<file path="src/hdl/bm2t_pkg.sv">
// ----------------------------------------------------------------------------
// Block mover package
// Request and command types and status codes shared by the block mover.
// ----------------------------------------------------------------------------
package bm2t_pkg;

    localparam int ADDR_W  = 22;
    localparam int BASE_W  = 20;
    localparam int PITCH_W = 16;
    localparam int DIM_W   = 4;
    localparam int CNT_W   = 10;
    localparam int XFER_W  = 32;
    localparam int TOTAL_W = 40;

    localparam logic [1:0] KIND_L3 = 2'd0;
    localparam logic [1:0] KIND_L2 = 2'd1;

    localparam logic [2:0] ST_OK         = 3'd0;
    localparam logic [2:0] ST_BAD_SRC    = 3'd1;
    localparam logic [2:0] ST_BAD_DST    = 3'd2;
    localparam logic [2:0] ST_NO_SRC_REG = 3'd3;
    localparam logic [2:0] ST_NO_DST_REG = 3'd4;

    typedef struct packed {
        logic [1:0]         src_kind;
        logic [3:0]         src_unit;
        logic [BASE_W-1:0]  src_base;
        logic [PITCH_W-1:0] src_pitch;
        logic [1:0]         dst_kind;
        logic [3:0]         dst_unit;
        logic [BASE_W-1:0]  dst_base;
        logic [PITCH_W-1:0] dst_pitch;
        logic [DIM_W-1:0]   rows;
        logic [DIM_W-1:0]   cols;
        logic [3:0]         elem_bytes;
        logic               flip;
    } bm2t_desc_t;

    typedef struct packed {
        logic [3:0]         read_region;
        logic [ADDR_W-1:0]  read_addr;
        logic [3:0]         write_region;
        logic [ADDR_W-1:0]  write_addr;
        logic [CNT_W-1:0]   byte_count;
        logic               last;
        logic [2:0]         status;
        logic [XFER_W-1:0]  transfers_total;
        logic [TOTAL_W-1:0] bytes_total;
    } bm2t_cmd_t;

endpackage

</file>
<file path="src/hdl/block_mover_2d_transpose.sv">
// ----------------------------------------------------------------------------
// Two-dimensional block mover with transpose
// Takes one transfer request and issues the copy commands that carry it out.
//
//   Channel   Direction  Handshake               Payload
//   desc      in         desc_valid/desc_stall   bm2t_desc_t
//   cmd       out        cmd_valid/cmd_stall     bm2t_cmd_t
//
// A request passes the check and sizing states, then the address sequencer
// issues one command a cycle while the output is not stalled: one for a
// contiguous block, rows commands when strided, rows*cols when transposed (up
// to MAX_DIM squared), one empty final command for a failed check or no work.
// Reset clears the running totals and the sequencer. A stalled output holds
// the sequencer where it is.
// ----------------------------------------------------------------------------
module block_mover_2d_transpose
    import bm2t_pkg::*;
#(
    parameter int MAX_DIM      = 8,
    parameter int NUM_L3_TILES = 4,
    parameter int NUM_L2_BANKS = 8
) (
    input  logic       clk,
    input  logic       rst_n,
    input  logic       desc_valid,
    output logic       desc_stall,
    input  bm2t_desc_t desc,
    output logic       cmd_valid,
    input  logic       cmd_stall,
    output bm2t_cmd_t  cmd
);

    localparam logic [1:0] S_IDLE = 2'd0;
    localparam logic [1:0] S_CHK  = 2'd1;
    localparam logic [1:0] S_CALC = 2'd2;
    localparam logic [1:0] S_EMIT = 2'd3;

    localparam logic [2:0] M_ERR    = 3'd0;
    localparam logic [2:0] M_NOWORK = 3'd1;
    localparam logic [2:0] M_SINGLE = 3'd2;
    localparam logic [2:0] M_ROWS   = 3'd3;
    localparam logic [2:0] M_ELEM   = 3'd4;

    localparam logic [DIM_W-1:0] DIM_MAX = DIM_W'(MAX_DIM);

    logic [1:0]         state_reg, state_next;
    logic [2:0]         mode_reg, mode_next;
    logic [2:0]         status_reg, status_next;
    bm2t_desc_t         d_reg, d_next;
    logic [DIM_W-1:0]   h_reg, h_next, w_reg, w_next;
    logic [7:0]         row_size_reg, row_size_next;
    logic [7:0]         col_bytes_reg, col_bytes_next;
    logic [CNT_W-1:0]   blk_bytes_reg, blk_bytes_next;
    logic [PITCH_W-1:0] ss_reg, ss_next, ds_reg, ds_next;
    logic [DIM_W-1:0]   row_reg, row_next, col_reg, col_next;
    logic [ADDR_W-1:0]  src_row_reg, src_row_next, src_cur_reg, src_cur_next;
    logic [ADDR_W-1:0]  dst_row_reg, dst_row_next, dst_cur_reg, dst_cur_next;
    logic [XFER_W-1:0]  xfer_reg, xfer_next;
    logic [TOTAL_W-1:0] bytes_reg, bytes_next;
    logic               cmd_valid_reg, cmd_valid_next;
    bm2t_cmd_t          cmd_reg, cmd_next;

    bm2t_cmd_t          cur_cmd;
    logic               row_last, col_last, cmd_last, slot_free;
    logic [PITCH_W-1:0] ss_calc, ds_calc;

    function automatic logic region_ok(input logic [1:0] kind, input logic [3:0] region);
        logic ok;
        if (kind == KIND_L3)
        begin
            ok = {1'b0, region} < 5'(NUM_L3_TILES);
        end
        else
        begin
            ok = {1'b0, region} < 5'(NUM_L2_BANKS);
        end
        return ok;
    endfunction

    assign desc_stall = (state_reg != S_IDLE);
    assign cmd_valid  = cmd_valid_reg;
    assign cmd        = cmd_reg;
    assign slot_free  = !cmd_valid_reg || !cmd_stall;

    assign row_last = (row_reg == h_reg - 4'd1);
    assign col_last = (col_reg == w_reg - 4'd1);

    always_comb
    begin
        unique case (mode_reg)
            M_ROWS:  cmd_last = row_last;
            M_ELEM:  cmd_last = row_last && col_last;
            default: cmd_last = 1'b1;
        endcase

        cur_cmd.read_region  = d_reg.src_unit;
        cur_cmd.read_addr    = src_cur_reg;
        cur_cmd.write_region = d_reg.dst_unit;
        cur_cmd.write_addr   = dst_cur_reg;
        cur_cmd.last         = cmd_last;
        cur_cmd.status       = status_reg;
        cur_cmd.transfers_total = cmd_last ? xfer_reg : '0;
        cur_cmd.bytes_total     = cmd_last ? bytes_reg : '0;
        unique case (mode_reg)
            M_SINGLE: cur_cmd.byte_count = blk_bytes_reg;
            M_ROWS:   cur_cmd.byte_count = {2'b00, row_size_reg};
            M_ELEM:   cur_cmd.byte_count = {6'b000000, d_reg.elem_bytes};
            default:  cur_cmd.byte_count = '0;
        endcase
        if (mode_reg == M_ERR)
        begin
            cur_cmd.read_region  = '0;
            cur_cmd.read_addr    = '0;
            cur_cmd.write_region = '0;
            cur_cmd.write_addr   = '0;
        end
    end

    always_comb
    begin
        ss_calc = (d_reg.src_pitch != '0) ? d_reg.src_pitch : {8'h00, row_size_reg};
        if (d_reg.dst_pitch != '0)
        begin
            ds_calc = d_reg.dst_pitch;
        end
        else if (d_reg.flip)
        begin
            ds_calc = {8'h00, col_bytes_reg};
        end
        else
        begin
            ds_calc = {8'h00, row_size_reg};
        end
    end

    always_comb
    begin
        state_next     = state_reg;
        mode_next      = mode_reg;
        status_next    = status_reg;
        d_next         = d_reg;
        h_next         = h_reg;
        w_next         = w_reg;
        row_size_next  = row_size_reg;
        col_bytes_next = col_bytes_reg;
        blk_bytes_next = blk_bytes_reg;
        ss_next        = ss_reg;
        ds_next        = ds_reg;
        row_next       = row_reg;
        col_next       = col_reg;
        src_row_next   = src_row_reg;
        src_cur_next   = src_cur_reg;
        dst_row_next   = dst_row_reg;
        dst_cur_next   = dst_cur_reg;
        xfer_next      = xfer_reg;
        bytes_next     = bytes_reg;
        cmd_valid_next = cmd_valid_reg;
        cmd_next       = cmd_reg;

        if (slot_free)
        begin
            cmd_valid_next = 1'b0;
        end

        unique case (state_reg)
            S_IDLE:
            begin
                if (desc_valid)
                begin
                    d_next     = desc;
                    h_next     = (desc.rows > DIM_MAX) ? DIM_MAX : desc.rows;
                    w_next     = (desc.cols > DIM_MAX) ? DIM_MAX : desc.cols;
                    state_next = S_CHK;
                end
            end
            S_CHK:
            begin
                priority if (d_reg.src_kind > KIND_L2)
                    status_next = ST_BAD_SRC;
                else if (d_reg.dst_kind > KIND_L2)
                    status_next = ST_BAD_DST;
                else if (!region_ok(d_reg.src_kind, d_reg.src_unit))
                    status_next = ST_NO_SRC_REG;
                else if (!region_ok(d_reg.dst_kind, d_reg.dst_unit))
                    status_next = ST_NO_DST_REG;
                else
                    status_next = ST_OK;
                row_size_next  = {4'h0, w_reg} * {4'h0, d_reg.elem_bytes};
                col_bytes_next = {4'h0, h_reg} * {4'h0, d_reg.elem_bytes};
                state_next     = S_CALC;
            end
            S_CALC:
            begin
                blk_bytes_next = CNT_W'({8'h00, h_reg} * {4'h0, row_size_reg});
                ss_next        = ss_calc;
                ds_next        = ds_calc;
                row_next       = '0;
                col_next       = '0;
                src_row_next   = ADDR_W'(d_reg.src_base);
                src_cur_next   = ADDR_W'(d_reg.src_base);
                dst_row_next   = ADDR_W'(d_reg.dst_base);
                dst_cur_next   = ADDR_W'(d_reg.dst_base);
                priority if (status_reg != ST_OK)
                    mode_next = M_ERR;
                else if (h_reg == '0 || w_reg == '0 || d_reg.elem_bytes == '0)
                    mode_next = M_NOWORK;
                else if (d_reg.flip)
                    mode_next = M_ELEM;
                else if (ss_calc == {8'h00, row_size_reg} &&
                         ds_calc == {8'h00, row_size_reg})
                    mode_next = M_SINGLE;
                else
                    mode_next = M_ROWS;
                if (status_reg == ST_OK && h_reg != '0 && w_reg != '0 &&
                    d_reg.elem_bytes != '0)
                begin
                    xfer_next  = xfer_reg + 32'd1;
                    bytes_next = bytes_reg +
                                 TOTAL_W'(CNT_W'({8'h00, h_reg} * {4'h0, row_size_reg}));
                end
                state_next = S_EMIT;
            end
            S_EMIT:
            begin
                if (slot_free)
                begin
                    cmd_next       = cur_cmd;
                    cmd_valid_next = 1'b1;
                    if (cmd_last)
                    begin
                        state_next = S_IDLE;
                    end
                    else if (mode_reg == M_ROWS)
                    begin
                        row_next     = row_reg + 4'd1;
                        src_cur_next = src_cur_reg + ADDR_W'(ss_reg);
                        dst_cur_next = dst_cur_reg + ADDR_W'(ds_reg);
                    end
                    else if (col_last)
                    begin
                        row_next     = row_reg + 4'd1;
                        col_next     = '0;
                        src_row_next = src_row_reg + ADDR_W'(ss_reg);
                        src_cur_next = src_row_reg + ADDR_W'(ss_reg);
                        dst_row_next = dst_row_reg + ADDR_W'(d_reg.elem_bytes);
                        dst_cur_next = dst_row_reg + ADDR_W'(d_reg.elem_bytes);
                    end
                    else
                    begin
                        col_next     = col_reg + 4'd1;
                        src_cur_next = src_cur_reg + ADDR_W'(d_reg.elem_bytes);
                        dst_cur_next = dst_cur_reg + ADDR_W'(ds_reg);
                    end
                end
            end
            default:
            begin
                state_next = S_IDLE;
            end
        endcase
    end

    always_ff @(posedge clk or negedge rst_n)
    begin
        if (!rst_n)
        begin
            state_reg     <= S_IDLE;
            mode_reg      <= M_ERR;
            row_reg       <= '0;
            col_reg       <= '0;
            xfer_reg      <= '0;
            bytes_reg     <= '0;
            cmd_valid_reg <= 1'b0;
        end
        else
        begin
            state_reg     <= state_next;
            mode_reg      <= mode_next;
            row_reg       <= row_next;
            col_reg       <= col_next;
            xfer_reg      <= xfer_next;
            bytes_reg     <= bytes_next;
            cmd_valid_reg <= cmd_valid_next;
        end
    end

    always_ff @(posedge clk)
    begin
        status_reg    <= status_next;
        d_reg         <= d_next;
        h_reg         <= h_next;
        w_reg         <= w_next;
        row_size_reg  <= row_size_next;
        col_bytes_reg <= col_bytes_next;
        blk_bytes_reg <= blk_bytes_next;
        ss_reg        <= ss_next;
        ds_reg        <= ds_next;
        src_row_reg   <= src_row_next;
        src_cur_reg   <= src_cur_next;
        dst_row_reg   <= dst_row_next;
        dst_cur_reg   <= dst_cur_next;
        cmd_reg       <= cmd_next;
    end

    // A failed check must come out as a single empty final command.
    assert property (@(posedge clk) disable iff (!rst_n)
        cmd_valid && cmd.status != ST_OK |-> cmd.last && cmd.byte_count == '0)
        else $error("error command is not an empty final command");

    // The running totals move only in the cycle that sizes a request.
    assert property (@(posedge clk) disable iff (!rst_n)
        !$stable(xfer_reg) |-> $past(state_reg) == S_CALC)
        else $error("transfer count changed outside the sizing step");

    // The walk never runs past the block height or width.
    assert property (@(posedge clk) disable iff (!rst_n)
        state_reg == S_EMIT && (mode_reg == M_ROWS || mode_reg == M_ELEM)
        |-> row_reg < h_reg && col_reg < w_reg)
        else $error("walk position outside the block");

endmodule

</file>
<file path="config.mk">
export PLATFORM = sky130hd
export DESIGN_NAME = block_mover_2d_transpose
export DESIGN_NICKNAME = d
export VERILOG_FILES = /design/src/hdl/bm2t_pkg.sv /design/src/hdl/block_mover_2d_transpose.sv
export SDC_FILE = /design/constraint.sdc
export NUM_CORES = 1
export LEC_CHECK = 0
export ABC_AREA = 1
export BUFFER_PORTS_ARGS = -buffer_cell sky130_fd_sc_hd__clkbuf_2
export CORE_MARGIN = 2
export CORE_UTILIZATION = 55
export DETAILED_ROUTE_END_ITERATION = 8
export GPL_TIMING_DRIVEN = 0
export PLACE_DENSITY = 0.78
export SYNTH_ARGS = -nofsm -noshare
export SYNTH_HDL_FRONTEND = slang
export SYNTH_SLANG_ARGS = --single-unit
</file>
<file path="constraint.sdc">
create_clock -name clk -period 11.98 [get_ports clk]
set_input_delay 0.599 -clock clk [delete_from_list [all_inputs] [get_ports clk]]
set_output_delay 0.599 -clock clk [all_outputs]
set_load 0.01 [all_outputs]
</file>
After elaboration in Yosys (flattened, before gate mapping)
Cells that the tools add are included.
{"block": "totals", "register_bits": 470, "latchBits": 0, "mem_bits_rw": 0, "romBits": 0, "input_bits": 101, "out_inout_bits": 140, "elab_cells": 172, "memories": 0}
{"block": "classes", "addsub": 11, "multipliers": 3, "div_mod_pow": 0, "n_lt_le_gt_ge": 8, "n_eq_ne": 17, "shift": 0, "n_mux": 58, "bitwise_logic": 1, "reduce_logical": 35}
{"op": "22-bit two-way mux", "count": 16}
{"op": "22-bit one-hot mux with 2 select lines", "count": 4}
{"op": "22-bit by 16-bit adder with 22-bit output", "count": 3}
{"op": "22-bit by 4-bit adder with 22-bit output", "count": 2}
{"op": "40-bit by 10-bit adder with 40-bit output", "count": 1}
{"op": "32-bit by 1-bit adder with 32-bit output (second input constant)", "count": 1}
{"op": "16-bit by 8-bit equality test with 1-bit output", "count": 2}
{"op": "16-bit two-way mux", "count": 2}
{"op": "4-bit two-way mux", "count": 8}
{"op": "16-bit nonzero test", "count": 2}
{"op": "10-bit one-hot mux with 3 select lines", "count": 1}
{"op": "4-bit by 4-bit multiplier with 8-bit output", "count": 2}
{"op": "4-bit one-hot mux with 2 select lines", "count": 2}
{"op": "1-bit two-way mux", "count": 13}
{"op": "4-bit logical NOT", "count": 3}
{"op": "3-bit two-way mux", "count": 4}
{"op": "2-bit != test (second input constant)", "count": 6}
{"op": "4-bit nonzero test", "count": 3}
{"op": "4-bit by 8-bit multiplier with 10-bit output", "count": 1}
{"op": "2-bit two-way mux", "count": 5}
{"op": "4-bit by 1-bit adder with 4-bit output (second input constant)", "count": 2}
{"op": "4-bit equality test", "count": 2}
{"op": "4-bit > comparator (second input constant)", "count": 2}
{"op": "4-bit by 3-bit less-than comparator with 1-bit output (second input constant)", "count": 2}
{"op": "24 further kinds", "count": 44}

Longest topological paths before layout
Gate-level depths: netlist (run 1).
{"block": "logic_depth", "ltp_word": 12, "depth_mapped": 27, "mapped_depth_nobuf": 26}

Worst setup path after synthesis (run 1)
Ideal clock, no wire load.
{"block": "synth_timing", "path_kind": "reg-to-reg", "startpoint": "register state_reg[0]", "endpoint": "register dst_row_reg[0], enable pin", "setup_time_ps": 460, "arrival_time_ps": 9518, "required_ps": 11520, "setup_slack_ps": 2001, "stages_incl_launch_ff": 8, "path_buffers": 2, "cell_sequence": "dfrtp_1 > ha_1 > buf_2 > inv_1 > buf_2 > nor2_1 > nand2_2 > a21oi_1"}
{"block": "synth_via", "elab_chain_len": 3, "elab_cells_between_ends": 8, "classes_between": "6 x eq/ne; 2 x reduce/logical"}
{"item": "start: declaration", "line": "block_mover_2d_transpose.sv:46", "source": "logic [1:0] state_reg, state_next;"}
{"item": "start signal: assignment", "line": "block_mover_2d_transpose.sv:277", "source": "state_reg <= state_next;"}
{"item": "2-bit equality test", "line": "block_mover_2d_transpose.sv:165", "source": "unique case (state_reg)"}
{"item": "2-bit != test (no source line) or 2-bit nonzero test (tied branches)"}
{"item": "5-bit AND reduction (no source line) *"}
{"item": "end signal: assignment", "line": "block_mover_2d_transpose.sv:300", "source": "dst_row_reg <= dst_row_next;"}
{"item": "end: declaration", "line": "block_mover_2d_transpose.sv:57", "source": "logic [ADDR_W-1:0] dst_row_reg, dst_row_next, dst_cur_reg, dst_cur_next;"}
Mark *: on every way between the ends. The rest lies on a longest branch, timed or not.
A chain may end at the register's enable or synchronous reset.

Final worst setup path (run 1)
{"block": "layout_timing", "startpoint": "register h_reg[3]", "endpoint": "register bytes_reg[37]"}
{"block": "layout_via", "elab_chain_len": 5, "elab_cells_between_ends": 7, "classes_between": "1 x add/sub; 1 x mul; 5 x reduce/logical"}
{"item": "start: declaration", "line": "block_mover_2d_transpose.sv:50", "source": "logic [DIM_W-1:0] h_reg, h_next, w_reg, w_next;"}
{"item": "start signal: assignment", "line": "block_mover_2d_transpose.sv:291", "source": "h_reg <= h_next;"}
{"item": "branches (longest 5 deep; another with 40-bit by 10-bit adder with 40-bit output)"}
{"item": "end signal: assignment", "line": "block_mover_2d_transpose.sv:282", "source": "bytes_reg <= bytes_next;"}
{"item": "end: declaration", "line": "block_mover_2d_transpose.sv:59", "source": "logic [TOTAL_W-1:0] bytes_reg, bytes_next;"}
Parallel ways; which one is timed is not known.

==> impl_metrics.toml, run 1 <==
[detailed_routing]
drt-wirelength-per-cell_um = 19.67
ant_nets = 0
viasPerCell = 5.606
firstDrtPassIters = 6
wl_um = 73500
vias = 20950
drc = 0
drt_iter0_drc = 2158

[finish]
area_delta_synth_final_pct = 14.94
finalNetCount = 3326
largest_reg_flops = 138
drive_gt1_frac = 0.1406
num_antenna_cells = 0

[floorplanning]
num_rows = 79
fp.dieW_um = 220.7
start_util = 0.5560
pin_count = 241
fp.coreArea_mm2 = 0.04646
die_h_um = 220.7
die_area_mm2 = 0.04871

[worst_hold_path]
hold_class = "input port to register"

[sta]
fin_ws_ps = 6635
finClkSkew_ps = 21.17
rsz0062_at_grt = "false"
finalCriticalPeriod_ps = 5345
drv_slew = 0
fmax_ghz = 0.1871
hold_violations = 0
max_slew_margin = 0.2217
post-route-period-util = 0.4462
holdWs_ps = 153.6
setup_viol = 0
tightest_slew_ps = 1163

[synth]
synth_top_family_by_area = "simple AND/OR/NAND/NOR gates"
synth_top_area_cell = "edfxtp_1"
synth_seq_cells = 470
syn_nets = 3023
synth-simple-area-share = 0.2011
yosys_warnings = 0
syn_area_mm2 = 0.02583
yosysSeqAreaShare = 0.5297
muxShareOfSynthArea = 0
ys.flop_type = "edfxtp_1"
synth_area_leaders = "edfxtp_1, nand2_1, dfrtp_1"
ys_types = 56
synth_compound_area_frac = 0.07687
avgSynthCellArea_um2 = 9.281
synth_edf_count = 384
synth_top_area_share = 0.4464
ys_async_sr_fraction = 0.1830
synthAdderAreaFrac = 0.07489
syn_inst = 2783
synthXorXnorAreaFrac = 0.04408

[worst_setup_path]
worst-endpoint-required_ps = 12480
arrival_ps = 5850
crit_fanout = 10
start_kind = "register"
crit_path_end_kind = "register"
path_class = "register to register"

[outcome]
status = "complete, no violations"

[power_and_ir_drop]
vdd_ir_drop_max_uv = 174.6
p_per_area_mw_per_mm2 = 263.7
power.leakage_nw = 13.41

[grt]
gr-total-overflow = 0
grt_pass1_wl_um = 112100
grt_usage = 0.3025
grt_pass1_vias = 20680
antenna_found_initial = 3
grt_max_degree = 64

[clock_tree]
clkTransAtPathRegs_ps = 60
cts_buffers = 52
cts_sinks = 470
cts.hold.buffers_added = 1
cts_tree = "done"
root_buffer = "clkbuf_16"
cts_buffer_depth = 3
cts.repair.resized = 0
clk_latency_ps = 620
htree_levels = 2
post_cts_buffers = 0

[place]
place_congestion = 0.9523
hpwl_um = 54990
portBuffers = 240
post-place-ws_ps = 6674

[flow_run]
maxCapViolCount = 0
[through the flow]
| step | instances | utilization | total power, mW | cell area, um2 | setup TNS, ps |
|---|---|---|---|---|---|
| 2_1_floorplan | 2783 | - | 5.089 | 25830 | 0 |
| 3_3_place_gp | 3630 | 0.5982 | 6.104 | 27790 | -91220 |
| 3_5_place_dp | 3638 | 0.6027 | 6.185 | 28000 | 0 |
| 4_1_cts | 3737 | 0.6391 | 7.804 | 29690 | 0 |
| 5_1_grt | 3737 | 0.6391 | 8.329 | 29690 | 0 |
| 6_report | 3737 | 0.6391 | 7.830 | 29690 | 0 |
[power breakdown]
part / total [mW] / internal [mW] / switching, mW
logic: 3.51 / 1.14 / 2.36
clock network: 1.59 / 0.892 / 0.700
registers: 2.73 / 2.45 / 0.285
[routing by layer]
metal / track usage / vias up / wire length, um
met1: 0.3961 / 10070 / 30360
met2: 0.5027 / 896 / 34640
met5: 0 / - / 42
met4: 0.1329 / 6 / 3129
li1: - / 9800 / -
met3: 0.04399 / 181 / 5332
[Yosys cell counts (all sizes together), types with 16 or more instances]
master and instances:
a21oi 111, buf 32, clkbuf 42, dfrtp 86, edfxtp 384, fa 26, ha 113, inv 407
nand2 622, nand3 143, nand4 32, nor2 327, nor3 43, nor4 20, o21ai 166, or2 16
xnor2 27, xor2 103
[worst paths after layout]
| check | from | to | slack, ps | depth (start not counted) |
|---|---|---|---|---|
| worst max register to register | h_reg[3] | bytes_reg[37] | 6630 | 25 |
| worst min register to register | status_reg[0] | cmd[72] | 450 | 0 |
| worst min-delay path | desc[94] | d_reg[94] | 150 | 1 |
| max in group asynchronous | rst_n | col_reg[3] | 10820 | 3 |
| min in group asynchronous | rst_n | bytes_reg[39] | 470 | 2 |
| worst max-delay path | h_reg[3] | bytes_reg[37] | 6630 | 25 |
[cells by family after synthesis]
family | Yosys count
simple gates | 1210
compound gates | 353
fa+ha+maj | 139
buf+inv | 481
xor+xnor | 130
flops | 470
[layout by cell type (no fill, tap or decap), drive strengths merged, types with 27 or more instances in the layout]
master,instances
nand2,622
inv,411
edfxtp,384
clkbuf,341
nor2,327
o21ai,166
nand3,143
ha,113
a21oi,111
xor2,103
dfrtp,86
nor3,43
buf,40
nand4,32
xnor2,27
[final cells by class]
type | count | area (um2)
clock buffers | 59 | 1328
clock inverters | 39 | 351.6
repair buffers | 249 | 1396
flip-flops and latches | 470 | 13680
well taps | 607 | 759.5
fillers | 3820 | 16770
multi-input cells | 1832 | 10270
plain buffers | 74 | 362.8
inverters | 407 | 1533
[worst max-delay path, cell delays in order, from the launching register on]
cell and delay, ps:
edfxtp_1 520, clkbuf_1 280, nand2_1 120, inv_1 60
fa_1 540, inv_1 60, fa_1 530, inv_1 40
ha_1 340, a21oi_1 140, nand2_1 90, a21oi_1 170
o21ai_0 150, a21o_1 190, a21oi_1 140, xor2_1 250
ha_1 260, nand2_1 90, nor2_1 140, nand3_1 90
o2111ai_1 230, nand3_1 300, inv_1 180, nand2_1 80
xor2_1 160, inv_1 60
Power figures use the tool's default switching activity.
==> run 2: changes to the inputs <==
--- a/config.mk
+++ b/config.mk
@@ -11,7 +11,7 @@
 export CORE_UTILIZATION = 55
 export DETAILED_ROUTE_END_ITERATION = 8
 export GPL_TIMING_DRIVEN = 0
-export PLACE_DENSITY = 0.78
+export PLACE_DENSITY = 0.81
 export SYNTH_ARGS = -nofsm -noshare
 export SYNTH_HDL_FRONTEND = slang
 export SYNTH_SLANG_ARGS = --single-unit
==> constraint.sdc (replaced) <==
create_clock -name clk -period 4.43 [get_ports clk]
set_input_delay 0.2215 -clock clk [delete_from_list [all_inputs] [get_ports clk]]
set_output_delay 0.2215 -clock clk [all_outputs]
set_load 0.01 [all_outputs]
==> run 2 against run 1 <==
Via count up 3.9%. Fmax increased by 18%. Worst hold slack got worse by 71 ps. Wire length rose by 6.0%. Cell count is 3.6% higher. Global-route usage up 1.4 points. First-iteration DRC count is 2.2% higher. Non-clock buffer count grew 138. Critical path depth shrank 3. The flow now finishes with violations (negative setup slack). Clock skew rose by 1.6 ps.
==> impl_metrics.toml, run 2 (synthesis gave the netlist of run 1 again) <==
[outcome]
status = "finished with violations"
violations = "negative setup slack"

[worst_setup_path]
critPathTopFamily = "adder cells"
cp_num_buf_inv = 6
reg2reg_from = "row_size_reg[2]"
crit_fanout = 4
r2r_cells = 22
path_class = "register to register"
arrival_ps = 5020
path_cells = "buf_4, nand2_1, inv_1, fa_1, inv_1, fa_1, inv_1, ha_4, nand2_1, o21ai_2, xor2_1, inv_1, ha_1, nand2_1, o21ai_1, nand2_2, o2111ai_4, nand2_2, nor2_4, nand3_2, xor2_1, inv_1"
crit_path_end_kind = "register"
slowest_stage = "fa_1"
critPathMostFrequentCell = "inv_1"
r2r-end = "bytes_reg[39]"
max_stage_delay_ps = 540
r2r_slack_ps = -90
start_kind = "register"
worst-endpoint-required_ps = 4920

[sta]
hold_violations = 0
finalCriticalPeriod_ps = 4522
max_slew_margin = 0.2273
post-route-period-util = 1.021
finClkSkew_ps = 22.80
rsz0062_at_grt = "true"
fmax_ghz = 0.2212
drv_slew = 0
tightest_slew_ps = 1155
fin_ws_ps = -91.76
setup_viol = 6
holdWs_ps = 82.62

[grt]
gr-total-overflow = 0
grt_max_degree = 60
antenna_found_initial = 1
grt_pass1_vias = 21330
grt_usage = 0.3166
grt_pass1_wl_um = 116800

[power_and_ir_drop]
p_per_area_mw_per_mm2 = 730.8
power_mw = 22.98
share_comb_of_total_power = 0.483
p_switching_mw = 9.802
p_int_mw = 13.18
seqPwrFrac = 0.323
sw_frac_of_total = 0.4265
vdd_ir_drop_max_uv = 793.7
power.leakage_nw = 14.18
clockPowerShare = 0.194

[clock_tree]
cts_tree = "done"
cts_sinks = 470
htree_levels = 2
clk_latency_ps = 620
cts_buffers = 50
cts_buffer_depth = 3
root_buffer = "clkbuf_16"
clkTransAtPathRegs_ps = 60

[finish]
area_delta_synth_final_pct = 21.74
largest_reg_flops = 138
finalNetCount = 3462
final_cell_mix = "nand2_1, inv_1, edfxtp_1, nor2_1, clkbuf_2"
nFillCells = 3487
drive_gt1_frac = 0.1679
postLayoutCellArea_mm2 = 0.03144
mostFrequentLayoutCell = "nand2_1"

[worst_hold_path]
hold_class = "input port to register"
min_from = "desc_valid"
min_to = "state_reg[1]"
holdPathStages = 5

[floorplanning]
num_rows = 79
start_util = 0.5560
die_area_mm2 = 0.04871
pin_count = 241
fp.coreArea_mm2 = 0.04646
fp.dieW_um = 220.7
die_h_um = 220.7

[detailed_routing]
ant_nets = 0
vias = 21770
drc = 0
drt_iter0_drc = 2205
viasPerCell = 5.622
wl_um = 77900
firstDrtPassIters = 9
drt-wirelength-per-cell_um = 20.12

[place]
portBuffers = 240
place_congestion = 0.9718
post-place-ws_ps = -716.4
hpwl_um = 54970
place_area_mm2 = 0.02802

[flow_run]
maxCapViolCount = 0
[run 2: layout make-up]
cell class | instances | area (um2) | share of cell area
Antenna cell | 1 | 2.502 | 0.00007958
Buffer | 71 | 387.9 | 0.01234
Clock buffer | 68 | 1401 | 0.04457
Clock inverter | 26 | 317.8 | 0.01011
Inverter | 407 | 1538 | 0.04890
Multi-Input combinational cell | 1832 | 10630 | 0.3381
Sequential cell | 470 | 13680 | 0.4352
Tap cell | 607 | 759.5 | 0.02415
Timing Repair Buffer | 390 | 2724 | 0.08663
[run 2: how the worst max path moves through the flow]
stage               startpoint               to  slack [ps]  cells past startpoint
2_1_floorplan     state_reg[0]   dst_row_reg[0]         -30                      7
4_1_cts        row_size_reg[2]    bytes_reg[35]           3                     24
3_5_place_dp          h_reg[1]    bytes_reg[37]        -720                     25
6_report       row_size_reg[2]    bytes_reg[39]         -90                     22
3_3_place_gp      state_reg[0]  src_row_reg[15]       -1400                      7
5_1_grt        row_size_reg[2]    bytes_reg[39]        -290                     22
[run 2: what timing repair did]
item	in CTS	in global routing
pin swaps	16	27
setup buffers	22	22
endpoints found under the hold margin	176	0
endpoints found under the setup margin	33	31
hold buffers	99	0
gates resized for setup	38	65
[run 2: through the flow]
stage                     TNS [ps]  utilization  cells
after floorplan              -1166            -   2783
after global placement     -119360       0.5992   3630
after detailed placement    -15090       0.6032   3638
after CTS                        0       0.6687   3851
after global routing         -4490       0.6768   3871
final                       -249.8       0.6768   3872
[run 2: tightest hold or removal path, cell delays in order]
cell and delay (ps):
clkbuf_2 90, or2_2 110, nand3_2 100, nand2_1 70
o21ai_1 60
[run 2: power groups by stage]
| stage | sequential, mW | clock (mW) | combinational (mW) |
|---|---|---|---|
| after floorplan | 7.35 | 0 | 6.36 |
| after global placement | 7.52 | 0 | 8.98 |
| after detailed placement | 7.45 | 0 | 9.35 |
| after CTS | 7.38 | 4.48 | 9.97 |
| after global routing | 7.52 | 4.64 | 12.2 |
| final | 7.42 | 4.46 | 11.1 |
[run 2: metal layers]
layer	up-vias	share of wire	global-route usage
met2	1064	0.48	0.5308
met5	-	0	0
met3	267	0.081	0.05278
met4	0	0.050	0.1438
li1	10080	-	-
met1	10360	0.39	0.4037
==> run 3: changes to the inputs <==
--- a/config.mk
+++ b/config.mk
@@ -12,6 +12,7 @@
 export DETAILED_ROUTE_END_ITERATION = 8
 export GPL_TIMING_DRIVEN = 0
 export PLACE_DENSITY = 0.81
+export REMOVE_ABC_BUFFERS = 1
 export SYNTH_ARGS = -nofsm -noshare
 export SYNTH_HDL_FRONTEND = slang
 export SYNTH_SLANG_ARGS = --single-unit
==> run 3 against run 2 <==
The run still ends with negative setup slack left. Global-route usage shrank 2.6 points. Combinational power about the same. Clock power about the same. Critical endpoint is now bytes_reg[35].
==> impl_metrics.toml, run 3 (synthesis gave the netlist of run 1 again) <==
[clock_tree]
cts_buffer_depth = 3
cts_buffers = 50
htree_levels = 2
root_buffer = "clkbuf_16"
clkTransAtPathRegs_ps = 60
clk_latency_ps = 600
cts_sinks = 470
cts_tree = "done"

[sta]
hold_violations = 0
tns_ps = -695.7
drv_slew = 0
max_slew_margin = 0.1694
tightest_slew_ps = 1245
finalCriticalPeriod_ps = 4534
holdWs_ps = 134.8
fin_ws_ps = -103.9
rsz0062_at_grt = "true"
setup_viol = 15
post-route-period-util = 1.023
fmax_ghz = 0.2206
finClkSkew_ps = 14.70

[detailed_routing]
wl_met3_um = 4654
firstDrtPassIters = 6
dr_wl_met2_um = 35540
drc = 0
drt-wirelength-per-cell_um = 18.98
viasPerCell = 5.512
vias = 20960
top_layer_used = "met4"
ant_nets = 0
wl_met1_um = 28810
wl_um = 72200
drt_iter0_drc = 1806

[power_and_ir_drop]
vdd_ir_drop_max_uv = 526.5
clockPowerShare = 0.192
power.leakage_nw = 14.01
p_switching_mw = 9.804
p_per_area_mw_per_mm2 = 744.5
sw_frac_of_total = 0.4210
p_int_mw = 13.48
share_comb_of_total_power = 0.488
seqPwrFrac = 0.319

[grt]
grt_pass1_wl_um = 109200
antenna_found_initial = 1
grt_pass1_vias = 20770
grt_max_degree = 75
grt_usage = 0.2905
gr-total-overflow = 0

[flow_run]
maxCapViolCount = 0

[worst_setup_path]
reg2reg_from = "h_reg[1]"
r2r_cells = 24
arrival_ps = 5050
worst-endpoint-required_ps = 4940
crit_fanout = 5
r2r-end = "bytes_reg[35]"
r2r_slack_ps = -100
crit_path_end_kind = "register"
start_kind = "register"
path_class = "register to register"

[place]
place_area_mm2 = 0.02775
hpwl_um = 50050
portBuffers = 240
place_congestion = 0.9122

[floorplanning]
fp.dieW_um = 220.7
die_h_um = 220.7
die_area_mm2 = 0.04871
start_util = 0.5560
num_rows = 79
fp.coreArea_mm2 = 0.04646
pin_count = 241

[finish]
nFillCells = 3542
drive_gt1_frac = 0.1693
num_antenna_cells = 0
area_delta_synth_final_pct = 21.09
finalNetCount = 3395
final_cell_mix = "nand2_1, edfxtp_1, inv_1, nor2_1, clkbuf_2"
largest_reg_flops = 138
mostFrequentLayoutCell = "nand2_1"
postLayoutCellArea_mm2 = 0.03128

[outcome]
status = "finished with violations"
violations = "negative setup slack"

[worst_hold_path]
hold_class = "input port to async pin"
run 3: metal layers:
layer / GRT usage / vias to the layer above
met4: 0.1298 / 0
met2: 0.5006 / 798
met5: 0 / -
li1: - / 9948
met1: 0.3646 / 10030
met3: 0.04069 / 190
run 3: critical path: stages, from the launching register on:
cell,delay (ps)
edfxtp_1,500
nand2_1,120
inv_2,40
fa_1,560
inv_2,40
fa_1,510
inv_2,40
ha_4,220
a21oi_2,140
nand2_2,100
a21oi_4,170
o21ai_2,90
a21o_1,170
a21oi_2,190
xor2_2,120
ha_4,370
nand2_4,90
nor2_4,140
nand3_2,100
o2111ai_4,130
nand2_2,120
nor2_4,140
nand2_2,90
nor2_2,110
xor2_1,150
run 3: timing repair:
item                                    in CTS  in global routing
hold buffers                                99                  0
buffers inserted                            20                 22
endpoints found under the hold margin      182                  0
endpoints found under the setup margin      57                 32
pin swaps                                   21                 36
resized for setup                           38                 81
run 3: layout make-up:
class                   instances  area, um2  area share
clock buffers                  58       1354     0.04328
clock inverters                35      395.4     0.01264
inverters                     407       1540     0.04924
multi-input cells            1832      10720      0.3427
flip-flops and latches        470      13680      0.4375
well taps                     607      759.5     0.02428
repair buffers                394       2826     0.09037
run 3: worst max path at each step:
stage,from,to,slack (ps),depth (start not counted)
6_report,h_reg[1],bytes_reg[35],-100,24
5_1_grt,h_reg[1],bytes_reg[39],-310,24
4_1_cts,h_reg[1],bytes_reg[35],-50,24
3_5_place_dp,h_reg[3],bytes_reg[33],-640,23
3_3_place_gp,state_reg[0],src_row_reg[4],-14680,5
2_1_floorplan,state_reg[0],dst_row_reg[0],-7490,5
run 3: power by group through the flow:
stage	logic (mW)	clock network, mW	registers, mW
CTS	9.53	4.53	7.40
finish	11.4	4.48	7.43
detailed placement	9.01	0	7.52
global route	12.5	4.70	7.55
floorplan	6.15	0	7.49
global placement	8.54	0	7.70
run 3: metrics by stage:
step                      instances  worst slack [ps]  utilization  power, mW
after CTS                      3781            -52.17       0.6626      21.47
after floorplan                2709             -7492            -      13.64
after global placement         3556            -14680       0.5904      16.24
after global routing           3803            -314.6       0.6733      24.73
final                          3803            -103.9       0.6733      23.29
after detailed placement       3569            -643.0       0.5973      16.53
